--- src/design/mdfm_pkg.sv ---
// mdfm_pkg: shared types and constants for the motor drive fault monitor
// holds mode codes, register indexes, flag positions and the word structs
// no dependencies
`default_nettype none

package mdfm_pkg;

    // item mode codes
    localparam logic [2:0] MODE_CURRENT = 3'd0;
    localparam logic [2:0] MODE_BUS     = 3'd1;
    localparam logic [2:0] MODE_HW      = 3'd2;
    localparam logic [2:0] MODE_TEMP    = 3'd3;
    localparam logic [2:0] MODE_CLEAR   = 3'd4;

    // configuration register indexes
    localparam logic [2:0] REG_CURRENT_LIMIT = 3'd0;
    localparam logic [2:0] REG_BUS_RATED     = 3'd1;
    localparam logic [2:0] REG_BUS_MARGIN    = 3'd2;
    localparam logic [2:0] REG_BUS_LOW_LIMIT = 3'd3;
    localparam logic [2:0] REG_TEMP_LIMIT    = 3'd4;

    localparam int CFG_ADDR_W = 3;
    localparam int CFG_DATA_W = 16;

    localparam logic [15:0] BUS_LOW_RESET = 16'd2000;

    // flag bit positions
    localparam int FLAG_AVG  = 0;
    localparam int FLAG_MAX  = 1;
    localparam int FLAG_OVER = 2;
    localparam int FLAG_LOW  = 3;
    localparam int FLAG_HW   = 4;
    localparam int FLAG_HEAT = 5;
    localparam int FLAG_W    = 6;

    localparam int S_TDATA_W = 88;
    localparam int M_TDATA_W = 16;

    typedef struct packed {
        logic [14:0] current_limit;
        logic [15:0] bus_rated;
        logic [15:0] bus_margin;
        logic [15:0] bus_low_limit;
        logic [14:0] temp_limit;
    } cfg_t;

    typedef struct packed {
        logic [2:0]         mode;
        logic signed [15:0] phase_a;
        logic signed [15:0] phase_b;
        logic signed [15:0] phase_c;
        logic [15:0]        bus_sample;
        logic signed [15:0] temp_sample;
        logic               hw_ok;
    } item_t;

    typedef struct packed {
        logic [FLAG_W-1:0] flags;
        logic              group_trip;
        logic              any_fault;
        logic              fan_on;
    } result_t;

endpackage

`default_nettype wire

--- src/design/motor_drive_fault_monitor.sv ---
// motor_drive_fault_monitor: top level with input word register and result register
// depends on mdfm_pkg, mdfm_cfg_regs and mdfm_fault_core
//
// The monitor takes one word per clock on the s_ stream, unless s_tready is held low,
// and returns one result word per input word on the m_ stream, in order. An accepted
// word sits in the input register while the fault core evaluates it; the result
// register captures flags, trip, any-fault and fan drive when the word moves on and
// raises m_tvalid. Throughput is one word per cycle while m_tready does not stall the
// output; stalls on m_tready back up through the two registers.
// Configuration writes on cfg_we take effect at the next edge and should be made only
// while the stream is idle.
`default_nettype none

module motor_drive_fault_monitor #(
    parameter int TRIP_COUNT = 10
) (
    input  wire logic        aclk,
    input  wire logic        aresetn,
    // s_tdata: phase_a[15:0], phase_b[31:16], phase_c[47:32], bus_sample[63:48],
    //          temp_sample[79:64], hw_ok[80], zero pad[87:81]
    input  wire logic [87:0] s_tdata,
    // s_tuser: mode[2:0]
    input  wire logic [2:0]  s_tuser,
    input  wire logic        s_tvalid,
    output logic             s_tready,
    // m_tdata: flags[5:0], group_trip[6], any_fault[7], fan_on[8], zero pad[15:9]
    output logic [15:0]      m_tdata,
    output logic             m_tvalid,
    input  wire logic        m_tready,
    input  wire logic        cfg_we,
    input  wire logic [2:0]  cfg_addr,
    input  wire logic [15:0] cfg_wdata
);
    import mdfm_pkg::*;

    cfg_t    cfg;
    item_t   item_reg, item_next;
    logic    in_valid_reg, in_valid_next;
    result_t core_res;
    result_t res_reg, res_next;
    logic    out_valid_reg, out_valid_next;
    logic    s_accept, advance;

    mdfm_cfg_regs u_cfg (
        .aclk      (aclk),
        .aresetn   (aresetn),
        .cfg_we    (cfg_we),
        .cfg_addr  (cfg_addr),
        .cfg_wdata (cfg_wdata),
        .cfg       (cfg)
    );

    mdfm_fault_core #(.TRIP_COUNT(TRIP_COUNT)) u_core (
        .aclk    (aclk),
        .aresetn (aresetn),
        .update  (advance),
        .cfg     (cfg),
        .item    (item_reg),
        .result  (core_res)
    );

    // handshake: the word in the input register moves on when the result slot frees
    always_comb begin
        advance  = in_valid_reg && (!out_valid_reg || m_tready);
        s_tready = !in_valid_reg || advance;
        s_accept = s_tvalid && s_tready;
    end

    // unpack the input word
    always_comb begin
        item_next             = item_reg;
        if (s_accept) begin
            item_next.mode        = s_tuser;
            item_next.phase_a     = signed'(s_tdata[15:0]);
            item_next.phase_b     = signed'(s_tdata[31:16]);
            item_next.phase_c     = signed'(s_tdata[47:32]);
            item_next.bus_sample  = s_tdata[63:48];
            item_next.temp_sample = signed'(s_tdata[79:64]);
            item_next.hw_ok       = s_tdata[80];
        end
    end

    // valid bits and result capture
    always_comb begin
        in_valid_next  = s_accept ? 1'b1 : (advance ? 1'b0 : in_valid_reg);
        res_next       = advance ? core_res : res_reg;
        out_valid_next = advance ? 1'b1 : (m_tready ? 1'b0 : out_valid_reg);
    end

    always_ff @(posedge aclk) begin
        if (!aresetn) begin
            in_valid_reg  <= 1'b0;
            out_valid_reg <= 1'b0;
        end else begin
            in_valid_reg  <= in_valid_next;
            out_valid_reg <= out_valid_next;
        end
        item_reg <= item_next;
        res_reg  <= res_next;
    end

    assign m_tvalid = out_valid_reg;
    assign m_tdata  = {7'd0, res_reg.fan_on, res_reg.any_fault, res_reg.group_trip,
                       res_reg.flags};

    // a clear word always reports all flags down
    a_clear_zeroes: assert property (@(posedge aclk) disable iff (!aresetn)
        advance && (item_reg.mode == MODE_CLEAR) |=> (m_tdata[5:0] == 6'd0))
        else $error("flags not cleared by clear word");

    // hardware and clear words never report a group trip
    a_no_group: assert property (@(posedge aclk) disable iff (!aresetn)
        advance && ((item_reg.mode == MODE_HW) || (item_reg.mode == MODE_CLEAR))
        |=> !m_tdata[6])
        else $error("group trip on a mode without a group");

    // input stalls only when both registers are full and the sink holds off
    a_stall_cause: assert property (@(posedge aclk) disable iff (!aresetn)
        !s_tready |-> (in_valid_reg && out_valid_reg && !m_tready))
        else $error("input stalled without cause");

    // any-fault follows the reported flags
    a_any_fault: assert property (@(posedge aclk) disable iff (!aresetn)
        m_tvalid |-> (m_tdata[7] == (m_tdata[5:0] != 6'd0)))
        else $error("any-fault disagrees with flags");

endmodule

`default_nettype wire

--- src/design/mdfm_cfg_regs.sv ---
// mdfm_cfg_regs: configuration register file of the fault monitor
// depends on mdfm_pkg for register indexes and the cfg_t struct
`default_nettype none

module mdfm_cfg_regs (
    input  wire logic                           aclk,
    input  wire logic                           aresetn,
    input  wire logic                           cfg_we,
    input  wire logic [mdfm_pkg::CFG_ADDR_W-1:0] cfg_addr,
    input  wire logic [mdfm_pkg::CFG_DATA_W-1:0] cfg_wdata,
    output mdfm_pkg::cfg_t                      cfg
);
    import mdfm_pkg::*;

    cfg_t cfg_reg;
    cfg_t cfg_next;

    // decode the write
    always_comb begin
        cfg_next = cfg_reg;
        if (cfg_we) begin
            unique case (cfg_addr)
                REG_CURRENT_LIMIT: cfg_next.current_limit = cfg_wdata[14:0];
                REG_BUS_RATED:     cfg_next.bus_rated     = cfg_wdata;
                REG_BUS_MARGIN:    cfg_next.bus_margin    = cfg_wdata;
                REG_BUS_LOW_LIMIT: cfg_next.bus_low_limit = cfg_wdata;
                REG_TEMP_LIMIT:    cfg_next.temp_limit    = cfg_wdata[14:0];
                default:           cfg_next = cfg_reg;
            endcase
        end
    end

    always_ff @(posedge aclk) begin
        if (!aresetn) begin
            cfg_reg.current_limit <= '0;
            cfg_reg.bus_rated     <= '0;
            cfg_reg.bus_margin    <= '0;
            cfg_reg.bus_low_limit <= BUS_LOW_RESET;
            cfg_reg.temp_limit    <= '0;
        end else begin
            cfg_reg <= cfg_next;
        end
    end

    assign cfg = cfg_reg;

endmodule

`default_nettype wire

--- src/design/mdfm_fault_core.sv ---
// mdfm_fault_core: limit checks, sticky flags, near-limit counter and fan hysteresis
// depends on mdfm_pkg for mode codes, flag positions and word structs
`default_nettype none

module mdfm_fault_core #(
    parameter int TRIP_COUNT = 10
) (
    input  wire logic    aclk,
    input  wire logic    aresetn,
    input  wire logic    update,
    input  wire mdfm_pkg::cfg_t  cfg,
    input  wire mdfm_pkg::item_t item,
    output mdfm_pkg::result_t result
);
    import mdfm_pkg::*;

    localparam int CNT_W = $clog2(TRIP_COUNT + 2);
    localparam logic [CNT_W-1:0] TRIP_LIMIT = CNT_W'(TRIP_COUNT);

    logic [FLAG_W-1:0] fault_bits_reg, fault_bits_next;
    logic [CNT_W-1:0]  count_reg, count_next;
    logic              fan_reg, fan_next;

    logic [15:0] mag_a, mag_b, mag_c;
    logic [18:0] near_thr;
    logic        near_hit, max_hit;
    logic [16:0] over_thr;
    logic signed [21:0] t_ext, lim_ext;
    logic [CNT_W-1:0] count_inc;
    logic        group;

    // magnitudes of the phase currents, -32768 maps to 32768
    always_comb begin
        mag_a = item.phase_a[15] ? 16'(-item.phase_a) : 16'(item.phase_a);
        mag_b = item.phase_b[15] ? 16'(-item.phase_b) : 16'(item.phase_b);
        mag_c = item.phase_c[15] ? 16'(-item.phase_c) : 16'(item.phase_c);
    end

    // current thresholds: 10|x| > 9*limit and |x| > limit
    always_comb begin
        near_thr = 19'(cfg.current_limit) * 19'd9;
        near_hit = (19'(mag_a) * 19'd10 > near_thr)
                || (19'(mag_b) * 19'd10 > near_thr)
                || (19'(mag_c) * 19'd10 > near_thr);
        max_hit  = (mag_a > 16'(cfg.current_limit))
                || (mag_b > 16'(cfg.current_limit))
                || (mag_c > 16'(cfg.current_limit));
        count_inc = count_reg + CNT_W'(1);
    end

    // bus and temperature operands
    always_comb begin
        over_thr = 17'(cfg.bus_rated) + 17'(cfg.bus_margin);
        t_ext    = 22'(item.temp_sample);
        lim_ext  = signed'(22'(cfg.temp_limit));
    end

    // next state and result for the item
    always_comb begin
        fault_bits_next = fault_bits_reg;
        count_next      = count_reg;
        fan_next        = fan_reg;
        group           = 1'b0;
        case (item.mode)
            MODE_CURRENT: begin
                if (near_hit) begin
                    if (count_inc > TRIP_LIMIT) begin
                        fault_bits_next[FLAG_AVG] = 1'b1;
                        count_next = '0;
                    end else begin
                        count_next = count_inc;
                    end
                end
                if (max_hit) fault_bits_next[FLAG_MAX] = 1'b1;
                group = fault_bits_next[FLAG_AVG] | fault_bits_next[FLAG_MAX];
            end
            MODE_BUS: begin
                if (17'(item.bus_sample) > over_thr) fault_bits_next[FLAG_OVER] = 1'b1;
                if (item.bus_sample < cfg.bus_low_limit) fault_bits_next[FLAG_LOW] = 1'b1;
                group = fault_bits_next[FLAG_OVER] | fault_bits_next[FLAG_LOW];
            end
            MODE_HW: begin
                if (!item.hw_ok) fault_bits_next[FLAG_HW] = 1'b1;
            end
            MODE_TEMP: begin
                if (t_ext > lim_ext) fault_bits_next[FLAG_HEAT] = 1'b1;
                // turn-off test wins when both hold
                if (t_ext * 22'sd5 > lim_ext * 22'sd2) fan_next = 1'b1;
                if (t_ext * 22'sd25 < lim_ext * 22'sd9) fan_next = 1'b0;
                group = fault_bits_next[FLAG_HEAT];
            end
            MODE_CLEAR: begin
                fault_bits_next = '0;
            end
            default: begin
                fault_bits_next = fault_bits_reg;
            end
        endcase
    end

    always_ff @(posedge aclk) begin
        if (!aresetn) begin
            fault_bits_reg <= '0;
            count_reg      <= '0;
            fan_reg        <= 1'b0;
        end else if (update) begin
            fault_bits_reg <= fault_bits_next;
            count_reg      <= count_next;
            fan_reg        <= fan_next;
        end
    end

    always_comb begin
        result.flags      = fault_bits_next;
        result.group_trip = group;
        result.any_fault  = |fault_bits_next;
        result.fan_on     = fan_next;
    end

endmodule

`default_nettype wire
--- config.mk ---
export PLATFORM = sky130hd
export DESIGN_NAME = motor_drive_fault_monitor
export DESIGN_NICKNAME = d
export VERILOG_FILES = /design/src/design/mdfm_pkg.sv /design/src/design/motor_drive_fault_monitor.sv /design/src/design/mdfm_cfg_regs.sv /design/src/design/mdfm_fault_core.sv
export SDC_FILE = /design/constraint.sdc
export NUM_CORES = 1
export LEC_CHECK = 0
export ABC_CLOCK_PERIOD_IN_PS = 6100
export BUFFER_PORTS_ARGS = -buffer_cell sky130_fd_sc_hd__buf_2
export CORE_ASPECT_RATIO = 0.7
export CORE_MARGIN = 3
export CORE_UTILIZATION = 50
export CTS_BUF_LIST = sky130_fd_sc_hd__clkbuf_4 sky130_fd_sc_hd__clkbuf_8 sky130_fd_sc_hd__clkbuf_16
export DETAILED_ROUTE_END_ITERATION = 8
export PLACE_DENSITY = 0.68
export SLEW_MARGIN = 20
export SYNTH_ARGS = -nofsm -noshare
export SYNTH_HDL_FRONTEND = slang
export SYNTH_SLANG_ARGS = --single-unit
--- constraint.sdc ---
create_clock -name aclk -period 6.1 [get_ports aclk]
set_input_delay 0.915 -clock aclk [delete_from_list [all_inputs] [get_ports aclk]]
set_output_delay 0.915 -clock aclk [all_outputs]
set_load 0.02 [all_outputs]
### Word level (Yosys, flattened, before mapping)

Index checks and enable logic that the tools add are counted.

* bitwise operators: 2
* reductions and logical operators: 21
* order comparisons: 12
* multiply operators: 7
* eq/ne operators: 8
* $add $sub $neg: 5
* mux-type cells: 27

Operators by type and width (number)
* 19-bit greater-than comparator: 3
* 16-bit by 3-bit multiplier with 18-bit output, second input constant: 3
* 16-bit by 15-bit greater-than comparator with 1-bit output: 3
* 16-bit 2-to-1 mux: 3
* 16-bit negator: 3
* 15-bit by 4-bit multiplier with 19-bit output, second input constant: 2
* 22-bit by 17-bit greater-than comparator with 1-bit output: 1
* 22-bit less-than comparator: 1
* 16-bit by 6-bit multiplier with 22-bit output, second input constant: 1
* 16-bit by 4-bit multiplier with 20-bit output, second input constant: 1
* 1-bit 2-to-1 mux: 18
* 16-bit by 16-bit adder with 17-bit output: 1
* 16-bit by 17-bit greater-than comparator with 1-bit output: 1
* 16-bit greater-than comparator: 1
* 16-bit less-than comparator: 1
* 3-bit by 2-bit == test with 1-bit output, second input constant: 4
* 2-bit AND reduction: 5
* 2-bit one-hot mux with 2 select lines: 2
* 3-bit by 1-bit == test with 1-bit output, second input constant: 2
* 3-bit == test, second input constant: 2
* 3-bit zero test: 2
* 1-bit logical OR: 6
* 6-bit OR reduction: 1
* 4-bit by 1-bit adder with 4-bit output, second input constant: 1
* 9 further kinds: 14

* input port bits: 115
* word-level logic and storage cells: 103
* output and inout bits: 18
* flip-flop bits (word level): 184

### Longest topological paths before layout

Gate-level depths: netlist of run 1.

* depth in word-level cells: 10
* depth in mapped cells: 25
* mapped depth without buffers: 25

### Cells and area by module

From an unflattened synthesis of run 1, not the netlist that was laid out.

* cell total of the unflattened synthesis: 1982
* area total of the unflattened synthesis: 18220.0 µm²

By module, submodules not included
* mdfm_fault_core: sequential area each 220.2 µm², area each 12344.3 µm², times used 1, cells each 1589
* motor_drive_fault_monitor: sequential area each 2832.7 µm², area each 2952.8 µm², times used 1, cells each 110
* mdfm_cfg_regs: sequential area each 1561.5 µm², area each 2922.8 µm², times used 1, cells each 283

### Least setup slack after synthesis of run 1

No wires, ideal clock.

* path type: flip-flop to flip-flop
* start: register item_reg[71] (netlist name)
* end: register res_reg, in the netlist m_tdata[7] (data pin)
* clock period less this slack: 5.096 ns
* path buffers: 0
* library setup time: 0.275 ns
* stages on the path, launching flop included: 21
* data required time: 5.825 ns
* data arrival time: 4.821 ns
* path slack: 1.004 ns
* cell sequence: edfxtp_1 -> or4_1 -> or3_1 -> nand2_1 -> xnor2_1 -> ha_1 -> ha_1 -> and2_1 -> a31o_2 -> a211oi_1 -> o31ai_1 -> a21oi_1 -> xnor2_1 -> ha_1 -> a21o_1 -> a21oi_1 -> o221ai_1 -> o41ai_1 -> nand3_1 -> a31oi_1 -> o211ai_1

RTL lines
* start: declaration: line motor_drive_fault_monitor.sv:37 `item_t item_reg, item_next;`
* start signal: assignment: line motor_drive_fault_monitor.sv:98 `item_reg <= item_next;`
* end signal: assignment: line motor_drive_fault_monitor.sv:99 `res_reg <= res_next;`
* end: declaration: line motor_drive_fault_monitor.sv:40 `result_t res_reg, res_next;`

==> run metrics, run 1 <==
outcome=completed; initial antenna violation count=1; # fillers=3223; Tcrit/Tclk final=0.9536; Final HPWL DP=38.86 mm; placed cell area=19290 µm²; power density cells=238.0 nW/µm²; core area=35230 µm²; Critical Path Fanout Max=4; worst skew pair latency=0.45 ns; overall routing resource usage=0.2478; Die Width=233.8 µm; TNS Setup=0 ns; drt wl/cell=17.93 µm; Max-Cap Viols=0; design area=19920 µm²; Min-Delay Path Class=reg2reg; Primary FF master, synth=edfxtp_1; element type at the critical path start=register; DRC viols=0; clk buf depth=2; skew final=0.01014 ns; Area growth syn-to-layout=9.696%; register area share after synthesis=0.2541; ant diodes=0; type of the worst setup path=reg2reg; Peak supply drop=0.0002227 V; overall routed net length=47.97 mm; min Tclk post-route=5.817 ns; Tightest Pin Transition=1.056 ns; Max-slew headroom=0.2933; Synth cell types=71; worst path required time=6.28 ns; die area=38670 µm²; Via density=5.732; number of synthesized flops with an enable pin=93; Post-Syn Area per Cell=8.751 µm²; hold_ws=0.4574 ns; largest net degree at the start of global routing=62; Worst Setup End Kind=register; Clk pin slew, worst setup/hold paths=0.07 ns; CTS tree=done; DR pass1 iterations=5; FP Rows=57; # IOs=133; layout cells sized above 1=0.08938; final setup fails=0; FFs w/ async S/R, synth=0; post-synthesis register bit count=184; number of global-route vias before repair=14.31k; # Post-CTS Setup Buffers=0; clk sinks=184; H-tree lvl count=4; CTS hold repair buffers=0; routed via count=15.34k; Remaining Overflow, GRT=0; Die Ht=165.4 µm; port bufs=118; yosys synthesis warning count=0; GPL Wtd Cong=0.9358; post-synthesis cell count=2075; register area=4614 µm²; Initial Util=0.5154; area occupied by multi-input gates=12630 µm²; final hold vios=0; ANT nets after route=0; max reg flops=84; total CTS buffers=17; Final #Nets=2712; arrival time of the worst setup path=6.00 ns; global-route wire length before repair=75.22 mm; number of DRC markers in iteration 0=1110; Root Driver=clkbuf_16; Final Max Tran Viols=0; fmax=171.9 MHz; post-layout total power=4.741 mW; RSZ-0062 raised after global routing=no; LEAKAGE=9.073 nW; Post-Synthesis Cell Area=18160 µm²
## cells in the final DEF, fill, tap and decap left out, drive strengths merged, types with 9 or more instances in the layout
cell type / instances
a211oi: 23
a21o: 66
a21oi: 182
a31oi: 15
and3: 15
buf: 132
clkbuf: 17
dfxtp: 91
edfxtp: 93
fa: 21
ha: 385
inv: 217
nand2: 228
nand2b: 14
nand3: 37
nand4: 37
nor2: 102
nor2b: 31
nor3: 37
o211ai: 16
o21a: 23
o21ai: 76
o21bai: 11
o31ai: 19
or2: 11
or3: 21
or4: 9
xnor2: 97
xor2: 60
## metal layers
metal  up-vias  global-route usage  wire length [µm]
li1       7670                   -                 -
met5         -                   0                 0
met4         0             0.04641               549
met3        42             0.05504              3649
met2       426              0.3607             19490
met1      7201              0.3751             24290
## final timing paths
path | start | to | slack, ns | cells past startpoint
worst max-delay path | item_reg[33] | m_tdata[7] | 0.28 | 21
worst min register to register | u_cfg.cfg[18] | u_cfg.cfg[18] | 0.46 | 2
worst max register to register | item_reg[33] | m_tdata[7] | 0.28 | 21
worst min-delay path | u_cfg.cfg[18] | u_cfg.cfg[18] | 0.46 | 2
## cells in the mapped netlist (6+ instances only)
master | number | area (µm²)
a211oi_1 | 23 | 172.7
a21o_1 | 66 | 495.5
a21oi_1 | 182 | 910.9
a31o_2 | 8 | 70.07
a31oi_1 | 15 | 93.84
and2_1 | 8 | 50.05
and3_1 | 14 | 87.58
buf_4 | 7 | 52.55
clkbuf_1 | 31 | 116.4
dfxtp_1 | 91 | 1822
edfxtp_1 | 93 | 2793
fa_1 | 21 | 420.4
ha_1 | 385 | 4817
inv_1 | 208 | 780.8
mux2i_1 | 6 | 60.06
nand2_1 | 228 | 855.8
nand2b_1 | 14 | 87.58
nand3_1 | 37 | 185.2
nand3b_1 | 6 | 45.04
nand4_1 | 37 | 231.5
nor2_1 | 102 | 382.9
nor2b_1 | 31 | 193.9
nor3_1 | 37 | 185.2
o211ai_1 | 16 | 120.1
o21a_1 | 23 | 172.7
o21ai_0 | 76 | 380.4
o21bai_1 | 11 | 82.58
o31a_1 | 7 | 61.31
o31ai_1 | 18 | 135.1
o41ai_1 | 8 | 70.07
or2_2 | 9 | 56.30
or3_1 | 21 | 131.4
or4_1 | 7 | 52.55
xnor2_1 | 97 | 849.6
xor2_1 | 60 | 525.5
## worst max-delay path, cell delays in order (launching register included)
cell and delay [ns]:
edfxtp_1 0.45, or2_1 0.27, or4_4 0.45, or4_4 0.52, o31ai_1 0.26, xnor2_1 0.26, ha_1 0.31, ha_1 0.23
or3_1 0.35, a211oi_1 0.28, nor2_1 0.10, xnor2_1 0.20, ha_1 0.28, a21o_1 0.19, a21o_1 0.17, a21oi_1 0.22
o211ai_1 0.11, o21ai_0 0.24, buf_4 0.19, nand3_1 0.10, a31oi_1 0.27, o211ai_1 0.10
## layout make-up
class,instances,area share
Sequential cell,184,0.2317
Multi-Input combinational cell,1647,0.6342
Clock inverter,15,0.008795
Clock buffer,17,0.02136
Inverter,209,0.03939
Timing Repair Buffer,132,0.03493
Tap cell,472,0.02965
## power by group
part / switching, mW / internal [mW] / total, mW
registers: 0.0560 / 1.36 / 1.41
logic: 1.22 / 0.952 / 2.18
clock network: 0.567 / 0.587 / 1.15
## logic make-up (layout without fill, tap and decap cells)
group / Yosys count / after routing / share of synthesized area
mux: 7 / 7 / 0.003928
flops: 184 / 184 / 0.2541
simple gates: 573 / 573 / 0.1506
buf+inv: 250 / 373 / 0.05320
compound gates: 497 / 497 / 0.1737
xor+xnor: 157 / 157 / 0.07573
fa+ha+maj: 406 / 406 / 0.2885
other cells: 1 / 7 / 0.0002065
## timing repair
| item | in CTS | in global routing |
|---|---|---|
| endpoints found under the setup margin | 0 | 8 |
| hold endpoints to repair | 0 | 0 |
| gates resized for setup | 0 | 7 |
## per-stage QoR
step | util | std cells | setup WS [ns]
global route | 0.5653 | 2676 | 0.003177
CTS | 0.5646 | 2676 | 0.1247
finish | 0.5653 | 2676 | 0.2832
global placement | 0.5475 | 2644 | 0.3609
detailed placement | 0.5476 | 2644 | 0.1681
floorplan | - | 2081 | 1.004
Note: power is estimated with default switching activity, not from simulation.
==> run 2, diff against run 1 <==
Settings changed: ABC_AREA from default to 1.
==> run metrics, run 2 <==
count leader, synth=inv_1; FF-to-FF setup slack=0.66 ns (+0.38 ns); leading area contributor after synthesis=ha_1; Peak supply drop=0.0002113 V (-5.1%); Min-Delay Path Class=reg2reg; placed cell area=19640 µm² (+1.8%); placed insts=2994 (+13%); routed via count=16.05k (+4.6%); # Post-CTS Setup Buffers=0 (unchanged); CTS hold repair buffers=0 (unchanged); power density cells=235.8 nW/µm² (-0.96%); port bufs=118 (unchanged); worst r2r path cells=28 (+33%); Initial Util=0.5113 (-0.004033); pre-CTS setup slack=0.7845 ns (+0.6163 ns); Final Max Tran Viols=0 (unchanged); overall routing resource usage=0.2434 (-0.004421); most frequent cells in the layout=inv_1, nand2_1, ha_1, nor2_1, a21oi_1; die area=39490 µm² (+2.1%); element type at the critical path start=register; post-synthesis cell count=2420 (+17%); RSZ-0062 raised after global routing=no; final hold vios=0 (unchanged); H-tree lvl count=4 (unchanged); CTS tree=done; initial antenna violation count=0 (-1); total CTS buffers=17 (unchanged); number of global-route vias before repair=14.87k (+4.0%); Synth top area share=0.2596 (-0.005671); Worst Setup End Kind=register; Synth top cells by count=inv_1, nand2_1, ha_1, nor2_1, a21oi_1; FFs w/ async S/R, synth=0 (unchanged); max reg flops=84 (unchanged); type of the worst setup path=reg2reg; Max-Cap Viols=0 (unchanged); CP max-delay cell=edfxtp_1; arrival time of the worst setup path=5.62 ns (-0.38 ns); DR pass1 iterations=5 (unchanged); non-filler cells, final=3026 (+13%); top post-synthesis cells by area=ha_1, edfxtp_1, dfxtp_1; post-synthesis register bit count=184 (unchanged); final setup fails=0 (unchanged); post-CTS sizing=0 (unchanged); clk sinks=184 (unchanged); design area=20270 µm² (+1.7%); Crit path largest cell delay=0.69 ns (+0.17 ns); drt wl/cell=15.92 µm (-11%); worst skew pair latency=0.46 ns (about the same); Remaining Overflow, GRT=0 (unchanged); number of DRC markers in iteration 0=1315 (+18%); clk buf depth=2 (unchanged); combinational share of power=0.448 (-0.011); Via density=5.303 (-7.5%); Clk pin slew, worst setup/hold paths=0.08 ns (about the same); Synth Area in XOR/XNOR=0.06730 (-0.008430); largest net degree at the start of global routing=79 (+27%); skew final=0.01554 ns (+0.005408 ns); complex-gate fraction of the synthesized area=0.1308 (-0.04296); Critical Path Fanout Max=14 (+10); Final #Nets=3054 (+13%); # fillers=3431 (+6.5%); Psw=1.936 mW (+4.9%); Tightest Pin Transition=0.8817 ns (-0.1746 ns); outcome=completed; Primary FF master, synth=edfxtp_1; overall routed net length=48.19 mm (+0.44%); LEAKAGE=10.40 nW (+15%); Switching Fraction=0.4052 (+0.01580); Seq pwr share=0.297 (about the same); clock power share=0.255 (+0.012); Post-Syn Area per Cell=7.667 µm² (-12%); Final Util=0.5585 (-0.006829); Hold Path Cell Cnt=2 (unchanged); register area share after synthesis=0.2487 (-0.005433); TNS Setup=0 ns (unchanged); yosys synthesis warning count=0 (unchanged); worst path required time=6.28 ns (about the same); main combinational cell family by area after synthesis=adder cells; post-synthesis mux area share=0 (-0.003928); Die Ht=167.2 µm (+1.0%); core area=36280 µm² (+3.0%); ant diodes=0 (unchanged); Top cell by count, worst path=nand2_1; fmax=183.8 MHz (+6.9%); Synth Area in Adders=0.2823 (-0.006166); layout cells sized above 1=0.07581 (-0.01358); Final HPWL DP=38.34 mm (-1.3%); Area growth syn-to-layout=9.225%; Synth Area in Simple Gates=0.1808 (+0.03016); number of synthesized flops with an enable pin=93 (unchanged); DRC viols=0 (unchanged); global-route wire length before repair=77.24 mm (+2.7%); FP Rows=58 (+1.8%); # IOs=133 (unchanged); ANT nets after route=0 (unchanged); Post-Synthesis Cell Area=18550 µm² (+2.2%); Max-slew headroom=0.4100 (+0.1168); min Tclk post-route=5.441 ns (-0.3756 ns); commonest non-fill, non-tap cell in the layout=inv_1; Int Power=2.842 mW (-1.8%); Tcrit/Tclk final=0.8920 (-0.06157); Die Width=236.2 µm (+1.1%); Synth cell types=52 (-27%); Root Driver=clkbuf_16; GPL Wtd Cong=0.9258 (-1.1%); Final WS setup=0.6588 ns (+0.3756 ns)
## run 2: cell count changes after synthesis, moves of 40 or more
| cell | delta |
|---|---|
| a21o_1 | -59 |
| nor2_1 | +127 |
| nand2_1 | +166 |
| xnor2_1 | -60 |
| xor2_1 | +40 |
| nand3_1 | +54 |
| inv_1 | +188 |
| a21oi_1 | +44 |
| o21ai_0 | +75 |
## run 2: path summary, 6_finish.rpt
path / end / start
setup / recovery: m_tdata[7] / item_reg[64]
hold / removal: u_cfg.cfg[15] / u_cfg.cfg[15]
setup reg to reg: m_tdata[7] / item_reg[64]
hold reg to reg: u_cfg.cfg[15] / u_cfg.cfg[15]
## run 2: area by class of cell
class / count / area [µm²] / share of cell area
flip-flops and latches: 184 / 4614 / 0.2277
clock inverters: 15 / 200.2 / 0.009878
multi-input cells: 1806 / 12300 / 0.6067
repair buffers: 121 / 613.1 / 0.03025
inverters: 403 / 1516 / 0.07483
clock buffers: 17 / 425.4 / 0.02099
well taps: 480 / 600.6 / 0.02964
## run 2: power by group through the flow
stage	Sequential, mW	Combinational (mW)	Clock [mW]
global route	1.43	2.47	1.30
finish	1.42	2.14	1.22
CTS	1.42	2.12	1.25
floorplan	1.43	1.63	0
detailed placement	1.45	2.10	0
global placement	1.45	2.03	0
## run 2: worst max-delay path: cells and delay by family (launching register included)
| kind | cells | cell delay (ns) |
|---|---|---|
| simple gates | 12 | 1.31 |
| compound gates | 8 | 1.42 |
| xor+xnor | 1 | 0.29 |
| flops | 1 | 0.69 |
| buf+inv | 3 | 0.37 |
| fa+ha+maj | 4 | 1.10 |
## run 2: stage by stage
stage               power, mW  hold slack (ns)
floorplan               3.058           0.4245
global placement        3.479           0.4333
detailed placement      3.548           0.4431
CTS                     4.789           0.4556
global route            5.194           0.4742
finish                  4.778           0.4577
## run 2: cell families after synthesis
logic type / count (synthesis)
other cells: 1
fa+ha+maj: 406
compound gates: 451
buf+inv: 436
xor+xnor: 140
simple gates: 802
flops: 184
## run 2: layer usage
layer  up-vias  wire length, µm  global-route usage
met2       491            19230              0.3572
met5         -                0                   0
met3        36             3422             0.03852
li1       8265                -                   -
met4         0              590             0.04465
met1      7254            24940              0.3775
==> run 3, diff against run 2 <==
Settings changed: BUFFER_PORTS_ARGS -buffer_cell sky130_fd_sc_hd__buf_2 to -buffer_cell sky130_fd_sc_hd__buf_4, CORE_MARGIN 3 to 2, TNS_END_PERCENT from default to 5.
==> run metrics, run 3 (synthesized netlist as in run 2, its figures left out) <==
Top cell by count, worst path=nand2_1; commonest non-fill, non-tap cell in the layout=inv_1; port bufs=118 (unchanged); Max-slew headroom=0.3945 (-0.01554); largest net degree at the start of global routing=79 (unchanged); Remaining Overflow, GRT=0 (unchanged); Critical Path Fanout Max=4 (-10); # IOs=133 (unchanged); clk sinks=184 (unchanged); Final Util=0.5687 (+0.01017); post-CTS sizing=0 (unchanged); clk buf depth=2 (unchanged); Final #Nets=3053 (-0.033%); Crit path largest cell delay=0.45 ns (-0.24 ns); # fillers=3336 (-2.8%); outcome=completed; final setup fails=0 (unchanged); number of global-route vias before repair=15.03k (+1.1%); global-route wire length before repair=78.54 mm (+1.7%); routed via count=16.19k (+0.90%); Die Width=234.2 µm (-0.85%); layout cells sized above 1=0.07544 (-0.0003631); drt wl/cell=16.15 µm (+1.5%); min Tclk post-route=5.559 ns (+0.1183 ns); overall routing resource usage=0.2606 (+0.01724); RSZ-0062 raised after global routing=no; skew final=0.01580 ns (+0.0002585 ns); Initial Util=0.5124 (+0.001025); Die Ht=165.2 µm (-1.2%); number of DRC markers in iteration 0=1380 (+4.9%); TNS Setup=0 ns (unchanged); Tightest Pin Transition=0.9002 ns (+0.01850 ns); type of the worst setup path=reg2reg; non-filler cells, final=3027 (+0.033%); Max-Cap Viols=0 (unchanged); Final HPWL DP=39.01 mm (+1.7%); # Post-CTS Setup Buffers=0 (unchanged); total CTS buffers=17 (unchanged); power density cells=237.7 nW/µm² (+0.80%); FP Rows=58 (unchanged); fmax=179.9 MHz (-2.1%); worst path required time=6.29 ns (about the same); final hold vios=0 (unchanged); CTS hold repair buffers=0 (unchanged); CP max-delay cell=edfxtp_1; overall routed net length=48.90 mm (+1.5%); Tcrit/Tclk final=0.9114 (+0.01939); Peak supply drop=0.0002082 V (-1.4%); Worst Setup End Kind=register; DRC viols=0 (unchanged); element type at the critical path start=register; initial antenna violation count=1 (+1); GPL Wtd Cong=0.9506 (+2.7%); Via density=5.349 (+0.86%); Clk pin slew, worst setup/hold paths=0.08 ns (about the same); die area=38690 µm² (-2.0%); max reg flops=84 (unchanged); H-tree lvl count=4 (unchanged); Area growth syn-to-layout=10.99%; most frequent cells in the layout=inv_1, nand2_1, ha_1, nor2_1, a21oi_1; ANT nets after route=0 (unchanged); hold_ws=0.4553 ns (-0.002438 ns); Min-Delay Path Class=reg2reg; Final Max Tran Viols=0 (unchanged); placed insts=2993 (-0.033%); core area=36210 µm² (-0.20%); Root Driver=clkbuf_16; LEAKAGE=10.52 nW (+1.1%); worst skew pair latency=0.46 ns (about the same); DR pass1 iterations=5 (unchanged); arrival time of the worst setup path=5.75 ns (+0.13 ns); CTS tree=done
## run 3: layout make-up
| cell class | instances | area, µm² | area share |
|---|---|---|---|
| clock inverter | 12 | 200.2 | 0.009721 |
| antenna | 2 | 5.005 | 0.0002430 |
| sequential | 184 | 4614 | 0.2241 |
| clock buffer | 20 | 460.4 | 0.02236 |
| multi-input combinational | 1806 | 12300 | 0.5971 |
| tap | 480 | 600.6 | 0.02916 |
| inverter | 403 | 1516 | 0.07364 |
| timing repair buffer | 120 | 900.9 | 0.04375 |
## run 3: per-layer routing
metal	up-vias	part of all wire	GRT usage	routed length, µm
met2	475	0.40	0.3812	19500
li1	8251	-	-	-
met1	7419	0.51	0.3981	25110
met4	2	0.011	0.05207	544
met5	-	0.00018	0	9
met3	43	0.076	0.04378	3732
## run 3: path summary, 6_finish.rpt
check                  end     startpoint  cells past startpoint  slack (ns)
min reg2reg  u_cfg.cfg[15]  u_cfg.cfg[15]                      2        0.46
max reg2reg     m_tdata[7]   item_reg[65]                     36        0.54
min          u_cfg.cfg[15]  u_cfg.cfg[15]                      2        0.46
max             m_tdata[7]   item_reg[65]                     36        0.54
## run 3: metrics by stage
step	instance area [µm²]	total power [mW]	setup slack (ns)
6_report	20590	4.894	0.5405
5_1_grt	20590	5.313	0.01931
4_1_cts	20590	4.898	0.6311
3_5_place_dp	19930	3.597	0.6641
3_3_place_gp	19930	3.503	0.8219
2_1_floorplan	18580	3.058	1.629
## run 3: worst max-delay path: cells and delay by family (launching register included)
family	cells	cell delay, ns
xor+xnor	2	0.56
compound gates	5	0.91
fa+ha+maj	3	0.87
flops	1	0.45
simple gates	22	2.09
buf+inv	4	0.42
## run 3: power by group
part | internal [mW] | total, mW | switching, mW
combinational | 0.873 | 2.19 | 1.32
sequential | 1.37 | 1.42 | 0.0592
clock | 0.730 | 1.28 | 0.547
total | 2.97 | 4.89 | 1.93
